<file path="src/hdl/tsc_ram.sv">
`timescale 1ns / 1ps
// ----------------------------------------------------------------------------
// Generic RAM
// One write port and one read port with registered read data.
// ----------------------------------------------------------------------------
module tsc_ram #(
	parameter int WIDTH = 8,
	parameter int DEPTH = 16
) (
	input  logic                     clk,
	input  logic                     we,
	input  logic [$clog2(DEPTH)-1:0] waddr,
	input  logic [WIDTH-1:0]         wdata,
	input  logic [$clog2(DEPTH)-1:0] raddr,
	output logic [WIDTH-1:0]         rdata
);

	logic [WIDTH-1:0] mem [DEPTH];

	// Write and registered read.
	always_ff @(posedge clk) begin
		if (we) begin
			mem[waddr] <= wdata;
		end
		rdata <= mem[raddr];
	end

endmodule

</file>
<file path="config.mk">
export PLATFORM = sky130hd
export DESIGN_NAME = tsc_ram
export DESIGN_NICKNAME = d
export VERILOG_FILES = /design/src/hdl/tsc_ram.sv
export SDC_FILE = /design/constraint.sdc
export NUM_CORES = 1
export LEC_CHECK = 0
export BUFFER_PORTS_ARGS = -buffer_cell sky130_fd_sc_hd__buf_4
export CAP_MARGIN = 20
export CORE_ASPECT_RATIO = 0.9
export CORE_UTILIZATION = 50
export DETAILED_ROUTE_END_ITERATION = 16
export HOLD_SLACK_MARGIN = 0.1
export PLACE_DENSITY_LB_ADDON = 0.12
export SLEW_MARGIN = 20
export SYNTH_ARGS = -nofsm -noshare
export SYNTH_HDL_FRONTEND = slang
export SYNTH_SLANG_ARGS = --single-unit
</file>
<file path="constraint.sdc">
create_clock -name clk -period 5.12 [get_ports clk]
set_input_delay 0.768 -clock clk [delete_from_list [all_inputs] [get_ports clk]]
set_output_delay 0.768 -clock clk [all_outputs]
set_load 0.05 [all_outputs]
</file>
==> impl_metrics.csv <==
group,metric,value,unit
run_status,outcome,"completed",
timing,fin_crit_sh,0.405,
drt,drcViolationCount,0,
cells_and_area,diodes,0,
clocking,path_clk_slew,0.06,ns
drt,wl,9380,um
die,core-area,9830,um^2
yosys,postSynthAreaPerCell,22.5,um^2
cells_and_area,finish.utilization,0.613,
clocking,clk_latency,0.40,ns
die,die_width,109,um
critical_path,crit_slowest_cell,"nor2_1",
place,portBuffers,25,
clocking,ctsHoldBuffers,0,
die,die-area,10700,um^2
critical_path,slowest_delay,0.69,ns
pwr,leakage,2.00,nW
global_routing,grt_max_degree,33,
global_routing,groute.usage.overall,0.196,
cells_and_area,final_common_cell,"edfxtp_1",
yosys,synthesis.nets,247,
cells_and_area,num-fill-cells,690,
timing,fin_crit,2.08,ns
place,dp_slack,2.37,ns
yosys,synth_area,5150,um^2
critical_path,crit_buf_inv,1,
timing,worst_slew_pin_slew,0.973,ns
die,initial_utilization,0.524,
drt,wl_per_cell,23.2,um
yosys,synth-seq-cells,136,
pwr,irDropWorstVdd,0.397,mV
global_routing,first_global_vias,2351,
timing,relSlewSlack,0.349,
pwr,power_density,431,nW/um^2
critical_path,crit_path_cell_trace,"buf_4, or3b_2, nor2_1",
die,rows,34,
worst_hold_path,hp-class,"reg2reg",
critical_path,arrival,2.10,ns
drt,first_iter_violations,154,
critical_path,critPathTopFamily,"simple AND/OR/NAND/NOR gates",
clocking,postCtsResizedCells,0,
place,place.gp.congestion,0.731,
timing,clock.fmax,482,MHz
die,die_h,98.3,um
timing,rsz0062_at_grt,"no",
critical_path,cp_max_fo,8,
clocking,clock-sinks,136,
clocking,root_buffer,"clkbuf_16",
timing,setup_violations,0,
clocking,cts_setup_buffers,0,
cells_and_area,drive_gt1_frac,0.277,
clocking,cts-buffers-inserted,17,
timing,report.final.slew_viol_count,0,
yosys,yosysUniqueCellTypes,19,
timing,hold_viol,0,
yosys,yosys_warnings,0,
global_routing,grt_pass1_wl,14100,um
yosys,syn-instance-count,229,
critical_path,required,5.14,ns
clocking,htree_levels,4,
clocking,clockBufferDepth,2,
timing,hold_ws,0.675,ns
drt,antenna_left,0,
global_routing,grt_antenna_before_repair,0,
timing,fin_skew,0.00825,ns
job,maxCapViolations,0,
critical_path,worstSetupEndpointType,"register",
drt,via_per_inst,5.76,
cells_and_area,area_growth_syn_to_layout,16.9,%
cells_and_area,nets,283,
worst_hold_path,hold_path_depth,3,
drt,via_count,2329,
drt,dr.pass1.iters,5,
critical_path,worstRegToRegCells,3,
die,io-pin-count,26,
timing,tns,0,ns
place,post-dp-hpwl,5500,um
clocking,cts_tree,"built",
critical_path,critical_path_class,"in2reg",
yosys,yosysSeqAreaShare,0.778,
global_routing,grt.overflow.total,0,
timing,setup_ws,3.04,ns
critical_path,cp.depth,3,
critical_path,worstSetupStartpointType,"primary input",
cells_and_area,final_cell_mix,"128 x edfxtp_1, 27 x buf_4, 18 x mux4_2",
-- worst min-delay path, cell delays in order, from the launching register on --
cell      delay, ns
edfxtp_1       0.31
mux4_2         0.22
a22oi_1        0.06
nand2_1        0.06
-- state kept, by name, indices dropped and copies added, names as in the netlist --
signal,flops
mem,128
rdata,8
-- worst paths after layout --
kind	endpoint	from	slack (ns)
worst max register to register	rdata[0]	mem[1][0]	3.75
worst min register to register	rdata[6]	mem[7][6]	0.67
worst min-delay path	rdata[6]	mem[7][6]	0.67
worst max-delay path	mem[2][7]	waddr[2]	3.04
-- power breakdown --
group | leakage (nW) | switching, W | internal [W]
Clock | 0.272 | 0.000440 | 0.000761
Combinational | 0.504 | 0.0000885 | 0.0000528
Sequential | 1.22 | 0.00000625 | 0.00125
-- area by class of cell --
cell class              count  area [um^2]  area share
flip-flops and latches    136         4000       0.665
multi-input cells          83         1070       0.177
clock buffers              19          433      0.0719
repair buffers             27          203      0.0337
well taps                 126          158      0.0262
clock inverters            13          155      0.0258
-- metal layers --
| layer | track usage | wire length, um | up-vias |
|---|---|---|---|
| met4 | 0.0686 | 36 | 0 |
| met1 | 0.284 | 4460 | 1222 |
| met3 | 0.0634 | 427 | 2 |
| met5 | 0 | 0 | - |
| met2 | 0.282 | 4450 | 60 |
| li1 | - | - | 1045 |
-- cells in the mapped netlist --
cell type        number  area share
edfxtp_1            128        0.75
mux4_2               18       0.079
a22oi_1              16       0.023
mux4_1               14       0.071
nor2_1               13      0.0095
nand2_1               9      0.0066
dfxtp_1               8       0.031
nor3_1                4      0.0039
buf_2                 3      0.0029
buf_6                 3      0.0066
clkdlybuf4s25_2       3      0.0058
nand2b_1              2      0.0024
nand3b_1              2      0.0029
and2_1                1      0.0012
and2b_1               1      0.0015
buf_4                 1      0.0015
nand3_1               1     0.00097
nor2b_1               1      0.0012
or3b_2                1      0.0017
-- through the flow --
step / power (W) / instances / instance area (um^2)
floorplan: 0.00136 / 229 / 5150
global placement: 0.00141 / 372 / 5420
detailed placement: 0.00142 / 372 / 5430
CTS: 0.00261 / 404 / 6010
global route: 0.00267 / 404 / 6020
finish: 0.00259 / 404 / 6020
-- cell families (layout without fill, tap and decap cells) --
logic type,count (synthesis),after routing,synth area share
buf+inv,10,59,0.0168
flops,136,136,0.778
compound gates,16,16,0.0233
simple gates,35,35,0.0318
mux,32,32,0.150
Note: power is estimated with default switching activity, not from simulation.
