===== src/hdl/tsc_pkg.sv =====
`timescale 1ns / 1ps
// ----------------------------------------------------------------------------
// Triangle screen clipper package
// Shared types, constants and helpers of the triangle screen clipper.
// ----------------------------------------------------------------------------
package tsc_pkg;

	localparam int MAX_CLIPPED_VERTICES = 7;
	localparam int ATTRIBUTE_COUNT      = 4;
	localparam int ATTR_SLOTS           = 4;
	localparam int POS_W                = 24;
	localparam int ATTR_W               = 32;
	localparam int CFG_W                = 13;
	localparam int RAM_DEPTH            = 2 * MAX_CLIPPED_VERTICES;
	localparam int ADDR_W               = $clog2(RAM_DEPTH);
	localparam int CNT_W                = $clog2(MAX_CLIPPED_VERTICES + 1);
	localparam int WORK_W               = 26;
	localparam int MAG_W                = 25;
	localparam int DIFF_W               = 33;
	localparam int PROD_W               = DIFF_W + MAG_W;
	localparam int QUO_W                = DIFF_W + 1;
	localparam int DIV_STEPS            = DIFF_W;
	localparam int STEP_W               = $clog2(DIV_STEPS);

	// Per border pass: clipped axis (1 = y) and side (1 = visible below border).
	// Passes run top, right, bottom, left.
	localparam logic [3:0] PASS_AXIS  = 4'b0101;
	localparam logic [3:0] PASS_BELOW = 4'b0110;
	localparam logic [1:0] PASS_TOP    = 2'd0;
	localparam logic [1:0] PASS_RIGHT  = 2'd1;
	localparam logic [1:0] PASS_BOTTOM = 2'd2;
	localparam logic [1:0] PASS_LEFT   = 2'd3;

	localparam logic CFG_WIDTH  = 1'b0;
	localparam logic CFG_HEIGHT = 1'b1;

	typedef struct packed {
		logic [POS_W-1:0]                   x;
		logic [POS_W-1:0]                   y;
		logic [ATTR_SLOTS-1:0][ATTR_W-1:0] attr;
	} vtx_t;

	localparam int VTX_W = $bits(vtx_t);

	// Request to and response from the shared multiply-divide unit.
	typedef struct packed {
		logic                     start;
		logic signed [DIFF_W-1:0] diff;
		logic [MAG_W-1:0]         num;
		logic [MAG_W-1:0]         den;
	} md_req_t;

	typedef struct packed {
		logic                    done;
		logic signed [QUO_W-1:0] quot;
	} md_rsp_t;

	typedef enum logic [2:0] {
		MD_IDLE,
		MD_MUL,
		MD_INIT,
		MD_DIV,
		MD_FIN
	} md_state_t;

	typedef enum logic [4:0] {
		ST_LOAD,
		ST_SORT01,
		ST_SORT02,
		ST_SORT12,
		ST_CLASS,
		ST_FILL,
		ST_PSTART,
		ST_PRD1,
		ST_PRD2,
		ST_PVIS,
		ST_PCHK,
		ST_XNORM,
		ST_XGO,
		ST_XWAIT,
		ST_XWR,
		ST_ERD,
		ST_ELD,
		ST_EWAIT,
		ST_CULL
	} ctl_state_t;

	// Sign-extend a position to the working width.
	function automatic logic signed [WORK_W-1:0] sx_pos(input logic [POS_W-1:0] v);
		return {{(WORK_W-POS_W){v[POS_W-1]}}, v};
	endfunction

endpackage


===== src/hdl/tsc_muldiv.sv =====
`timescale 1ns / 1ps
// ----------------------------------------------------------------------------
// Shared multiply-divide unit
// Computes floor(diff * num / den) with one multiply and a restoring divide
// that yields one quotient bit per cycle. Requires 0 <= num <= den, den > 0.
// ----------------------------------------------------------------------------
module tsc_muldiv (
	input  logic              clk,
	input  logic              arst_n,
	input  tsc_pkg::md_req_t  req,
	output tsc_pkg::md_rsp_t  rsp
);
	import tsc_pkg::*;

	md_state_t st_q, st_d;

	logic [DIFF_W-1:0]       mag_q;
	logic [MAG_W-1:0]        num_q;
	logic [MAG_W-1:0]        den_q;
	logic                    neg_q;
	logic [PROD_W-1:0]       prod_q;
	logic [MAG_W-1:0]        rem_q;
	logic [DIFF_W-1:0]       sh_q;
	logic [STEP_W-1:0]       cnt_q;
	logic signed [QUO_W-1:0] quot_q;
	logic                    done_q;

	logic [DIFF_W-1:0] diff_mag;
	logic [MAG_W:0]    trial;
	logic              ge;
	logic [MAG_W:0]    rem_next;
	logic [QUO_W-1:0]  q_up;

	// Magnitude of the signed operand, and one restoring step.
	always_comb begin
		diff_mag = req.diff[DIFF_W-1] ? DIFF_W'(-req.diff) : DIFF_W'(req.diff);
		trial    = {rem_q, sh_q[DIFF_W-1]};
		ge       = trial >= {1'b0, den_q};
		rem_next = ge ? (trial - {1'b0, den_q}) : trial;
		q_up     = {1'b0, sh_q} + QUO_W'(rem_q != '0);
	end

	// Sequencer of the unit.
	always_comb begin
		st_d = st_q;
		unique case (st_q)
			MD_IDLE: if (req.start) st_d = MD_MUL;
			MD_MUL:  st_d = MD_INIT;
			MD_INIT: st_d = MD_DIV;
			MD_DIV:  if (cnt_q == STEP_W'(DIV_STEPS - 1)) st_d = MD_FIN;
			MD_FIN:  st_d = MD_IDLE;
			default: st_d = MD_IDLE;
		endcase
	end

	always_ff @(posedge clk or negedge arst_n) begin
		if (!arst_n) begin
			st_q   <= MD_IDLE;
			done_q <= 1'b0;
			cnt_q  <= '0;
		end else begin
			st_q   <= st_d;
			done_q <= (st_q == MD_FIN);
			if (st_q == MD_INIT) begin
				cnt_q <= '0;
			end else if (st_q == MD_DIV) begin
				cnt_q <= cnt_q + 1'b1;
			end
		end
	end

	// Operand capture, product, divide steps and signed floor correction.
	always_ff @(posedge clk) begin
		unique case (st_q)
			MD_IDLE: begin
				if (req.start) begin
					mag_q <= diff_mag;
					num_q <= req.num;
					den_q <= req.den;
					neg_q <= req.diff[DIFF_W-1];
				end
			end
			MD_MUL: prod_q <= PROD_W'(mag_q) * PROD_W'(num_q);
			MD_INIT: begin
				rem_q <= prod_q[PROD_W-1:DIFF_W];
				sh_q  <= prod_q[DIFF_W-1:0];
			end
			MD_DIV: begin
				rem_q <= rem_next[MAG_W-1:0];
				sh_q  <= {sh_q[DIFF_W-2:0], ge};
			end
			MD_FIN: quot_q <= neg_q ? -$signed(q_up) : $signed({1'b0, sh_q});
			default: ;
		endcase
	end

	assign rsp.done = done_q;
	assign rsp.quot = quot_q;

endmodule


===== config.mk =====
export PLATFORM = sky130hd
export DESIGN_NAME = tsc_muldiv
export DESIGN_NICKNAME = d
export VERILOG_FILES = /design/src/hdl/tsc_pkg.sv /design/src/hdl/tsc_muldiv.sv
export SDC_FILE = /design/constraint.sdc
export NUM_CORES = 2
export LEC_CHECK = 0
export CAP_MARGIN = 20
export CORE_MARGIN = 4
export CORE_UTILIZATION = 32
export CTS_CLUSTER_SIZE = 24
export DETAILED_ROUTE_END_ITERATION = 12
export DONT_BUFFER_PORTS = 1
export PLACE_DENSITY = 0.53
export SLEW_MARGIN = 20
export SYNTH_ARGS = -nofsm -noshare
export SYNTH_HDL_FRONTEND = slang
export SYNTH_SLANG_ARGS = --single-unit

===== constraint.sdc =====
create_clock -name clk -period 12.76 [get_ports clk]
set_input_delay 0.638 -clock clk [delete_from_list [all_inputs] [get_ports clk]]
set_output_delay 0.638 -clock clk [all_outputs]
set_load 0.01 [all_outputs]

==> impl_metrics.ini <==
[critical_path]
r2r-start = num_q[4]
worstPathMaxFanout = 33
crit_start = num_q[4]
crit_required_ns = 13.06
path_class = reg2reg
cp-end-kind = flip-flop
worst_ep_arrival_time_ns = 7.93
worstSetupStartpointType = flip-flop

[die]
start_util_pct = 32.37
io_pins = 121
dieArea_um2 = 127500
coreArea_um2 = 120400
fp.dieW_um = 357.0
rows = 127
die_y_um = 357.0

[sta]
finalHoldViolCount = 0
fin_tns_setup_ns = 0
min_period_over_period_pct = 59.76
period_needed_ns = 7.625
finalWorstSetupSlack_ns = 5.135
timing.fmax_mhz = 131.1
slew_headroom_pct = 44.82
drv_slew = 0
rsz0062_at_grt = false
finalClockSkew_ns = 0.04182
worst_hold_slack_ns = 0.1305
tightest_slew_ns = 0.8277
setup_violations = 0

[layout]
seq_area_um2 = 7277
nNetsFinal = 5052
drive_gt1_share_pct = 3.627
syn2layout_area_growth_pct = 7.581
n_fill_cell = 12490
multiInputGateArea_um2 = 27870
fin_util_pct = 34.82

[drt]
first_pass_iters = 7
routed_wirelength_mm = 107.9
vias_per_cell = 4.773
drt_iter0_markers = 1524
drc = 0
avgRoutedWirePerCell_um = 19.12
vias = 26920
ant_nets = 0

[global_route]
grt_pass1_wl_mm = 171.8
grt_overflow_total = 0
antenna_found_initial = 8
grt_pass1_vias = 28790
grt.total_usage_pct = 17.30
grt_max_degree = 69

[cts]
clk_path_buf_depth = 3
cts_htree_levels = 2
clk_latency_ns = 0.60
tritoncts = done
cts_root_buf = clkbuf_16
cts.sinks = 244
cts_made_buffers = 35
clk_pin_slew_ns = 0.07

[outcome]
status = completed

[synthesis]
ys_warn_count = 0
syn-cell-area_um2 = 38980
postSynthCellCount = 4092
synth_edf_count = 234
ys_ff_latch = 244
async_reset_ff_share_pct = 4.098
synthesis.nets = 5145
synth-main-ff-cell = edfxtp_1
ys_seq_area_share_pct = 18.67
syn_area_per_cell_um2 = 9.527
ys_types = 73

[worst_hold_path]
hp-start = req[32]
hold_class = in2reg

[place]
hpwl_mm = 81.14
post-place-ws_ns = 5.181
port_buffers = 0
globalplace.congestion = 0.8463

[job]
maxCapViolations = 0
==> path summary, 6_finish.rpt <==
path,end,slack [ns],cells after the start
worst max-delay path,prod_q[54],5.13,24
worst min-delay path,num_q[7],0.13,0
worst max register to register,prod_q[54],5.13,24
worst min register to register,sh_q[29],0.51,2
max in group asynchronous,cnt_q[0],11.86,1
min in group asynchronous,done_q,0.51,1
==> flip-flops by register name, summed over array words and instances, names as in the netlist <==
register	cells
sh_q	33
mag_q	33
st_q	3
neg_q	1
quot_q	34
prod_q	58
rem_q	25
num_q	25
cnt_q	6
den_q	25
done_q	1
==> worst max-delay path, stage by stage, from the launching register on <==
cell and delay [ns]:
edfxtp_1 0.33, buf_4 0.41, nand2_1 0.15, fa_1 0.55
inv_1 0.05, fa_1 0.47, inv_1 0.05, fa_1 0.56
fa_1 0.44, fa_1 0.55, inv_1 0.05, fa_1 0.48
inv_1 0.05, fa_1 0.50, inv_1 0.05, ha_1 0.37
a21oi_1 0.25, o21ai_0 0.17, a21oi_1 0.20, o41ai_2 0.13
a21oi_1 0.50, o21ai_1 0.26, o22ai_1 0.34, nor3_1 0.09
a311o_1 0.29
==> stage by stage <==
stage               std cells  area (µm²)
global placement         5572       40790
global route             5637       41930
detailed placement       5573       40800
finish                   5640       41940
CTS                      5637       41930
floorplan                4092       38980
==> Yosys cell counts (8+ instances only) <==
library cell,count,area share [%]
xnor2_1,99,2.2
o31ai_1,14,0.27
and3_1,13,0.21
dfrtp_1,10,0.64
nor2b_1,9,0.14
nor2_1,86,0.83
a21o_1,54,1.0
o21bai_1,16,0.31
a21oi_1,127,1.6
nor4_1,12,0.19
o21a_1,9,0.17
o211ai_1,10,0.19
nand3_1,33,0.42
ha_1,256,8.2
nand2_1,558,5.4
xor2_1,33,0.74
or3_1,8,0.13
nor3_1,33,0.42
and2_1,434,7.0
nand4_1,19,0.30
a31oi_1,20,0.32
fa_1,711,37
edfxtp_1,234,18
mux2i_1,33,0.85
o21ai_0,132,1.7
inv_1,833,8.0
clkbuf_1,191,1.8
==> cells by family (layout without fill, tap and decap cells) <==
| logic type | Yosys count | after routing | share of synthesized area, % |
|---|---|---|---|
| DFF | 244 | 244 | 18.67 |
| AOI/OAI and AO/OA | 448 | 448 | 7.160 |
| adders and majority gates | 967 | 967 | 44.73 |
| other | 0 | 3 | 0 |
| xor gates and xnor gates | 132 | 132 | 2.966 |
| buffers and inverters | 1032 | 965 | 9.959 |
| and+or+nand+nor | 1235 | 1235 | 15.65 |
| muxes | 34 | 34 | 0.8762 |
==> metal layers <==
layer | track usage [%] | share of wire, %
met1 | 25.75 | 49
met2 | 25.66 | 42
met3 | 4.232 | 8.0
met4 | 3.296 | 1.6
met5 | 0 | 0.0065
==> layout make-up <==
type | instances | share of cell area (%)
Clock buffer | 43 | 2.234
Tap cell | 1612 | 4.809
Clock inverter | 20 | 0.4326
Sequential cell | 244 | 17.35
Inverter | 833 | 7.455
Antenna cell | 3 | 0.01790
Multi-Input combinational cell | 2816 | 66.45
Timing Repair Buffer | 69 | 1.250
==> cells in the final DEF (no fill, tap or decap), types with 4 or more instances in the layout <==
| master | n |
|---|---|
| inv_1 | 832 |
| fa_1 | 711 |
| nand2_1 | 557 |
| and2_1 | 434 |
| ha_1 | 256 |
| edfxtp_1 | 234 |
| o21ai_0 | 132 |
| a21oi_1 | 127 |
| xnor2_1 | 99 |
| nor2_1 | 86 |
| buf_4 | 67 |
| a21o_1 | 54 |
| clkbuf_16 | 36 |
| nand3_1 | 33 |
| xor2_1 | 33 |
| mux2i_1 | 33 |
| nor3_1 | 32 |
| nand4_1 | 19 |
| a31oi_1 | 19 |
| o21bai_1 | 16 |
| o31ai_1 | 14 |
| and3_1 | 13 |
| nor4_1 | 12 |
| o211ai_1 | 10 |
| dfrtp_1 | 10 |
| o21a_1 | 9 |
| nor2b_1 | 9 |
| or3_1 | 8 |
| a211oi_1 | 6 |
| a21boi_0 | 6 |
| clkbuf_1 | 6 |
| nand2b_1 | 5 |
| o41ai_1 | 5 |
| clkinv_1 | 5 |
| a311oi_1 | 4 |
| a22o_1 | 4 |
| or4_4 | 4 |
| inv_6 | 4 |
| clkinv_2 | 4 |
==> what timing repair did <==
action,CTS,global route
hold buffers,1,0
gates resized for setup,0,0
setup endpoints to repair,0,0
endpoints found under the hold margin,10,0
buffers inserted,0,0
Power is left out: the tool's default activity adds up to more than one toggle a clock period on the data nets, which glitch-free logic cannot reach.
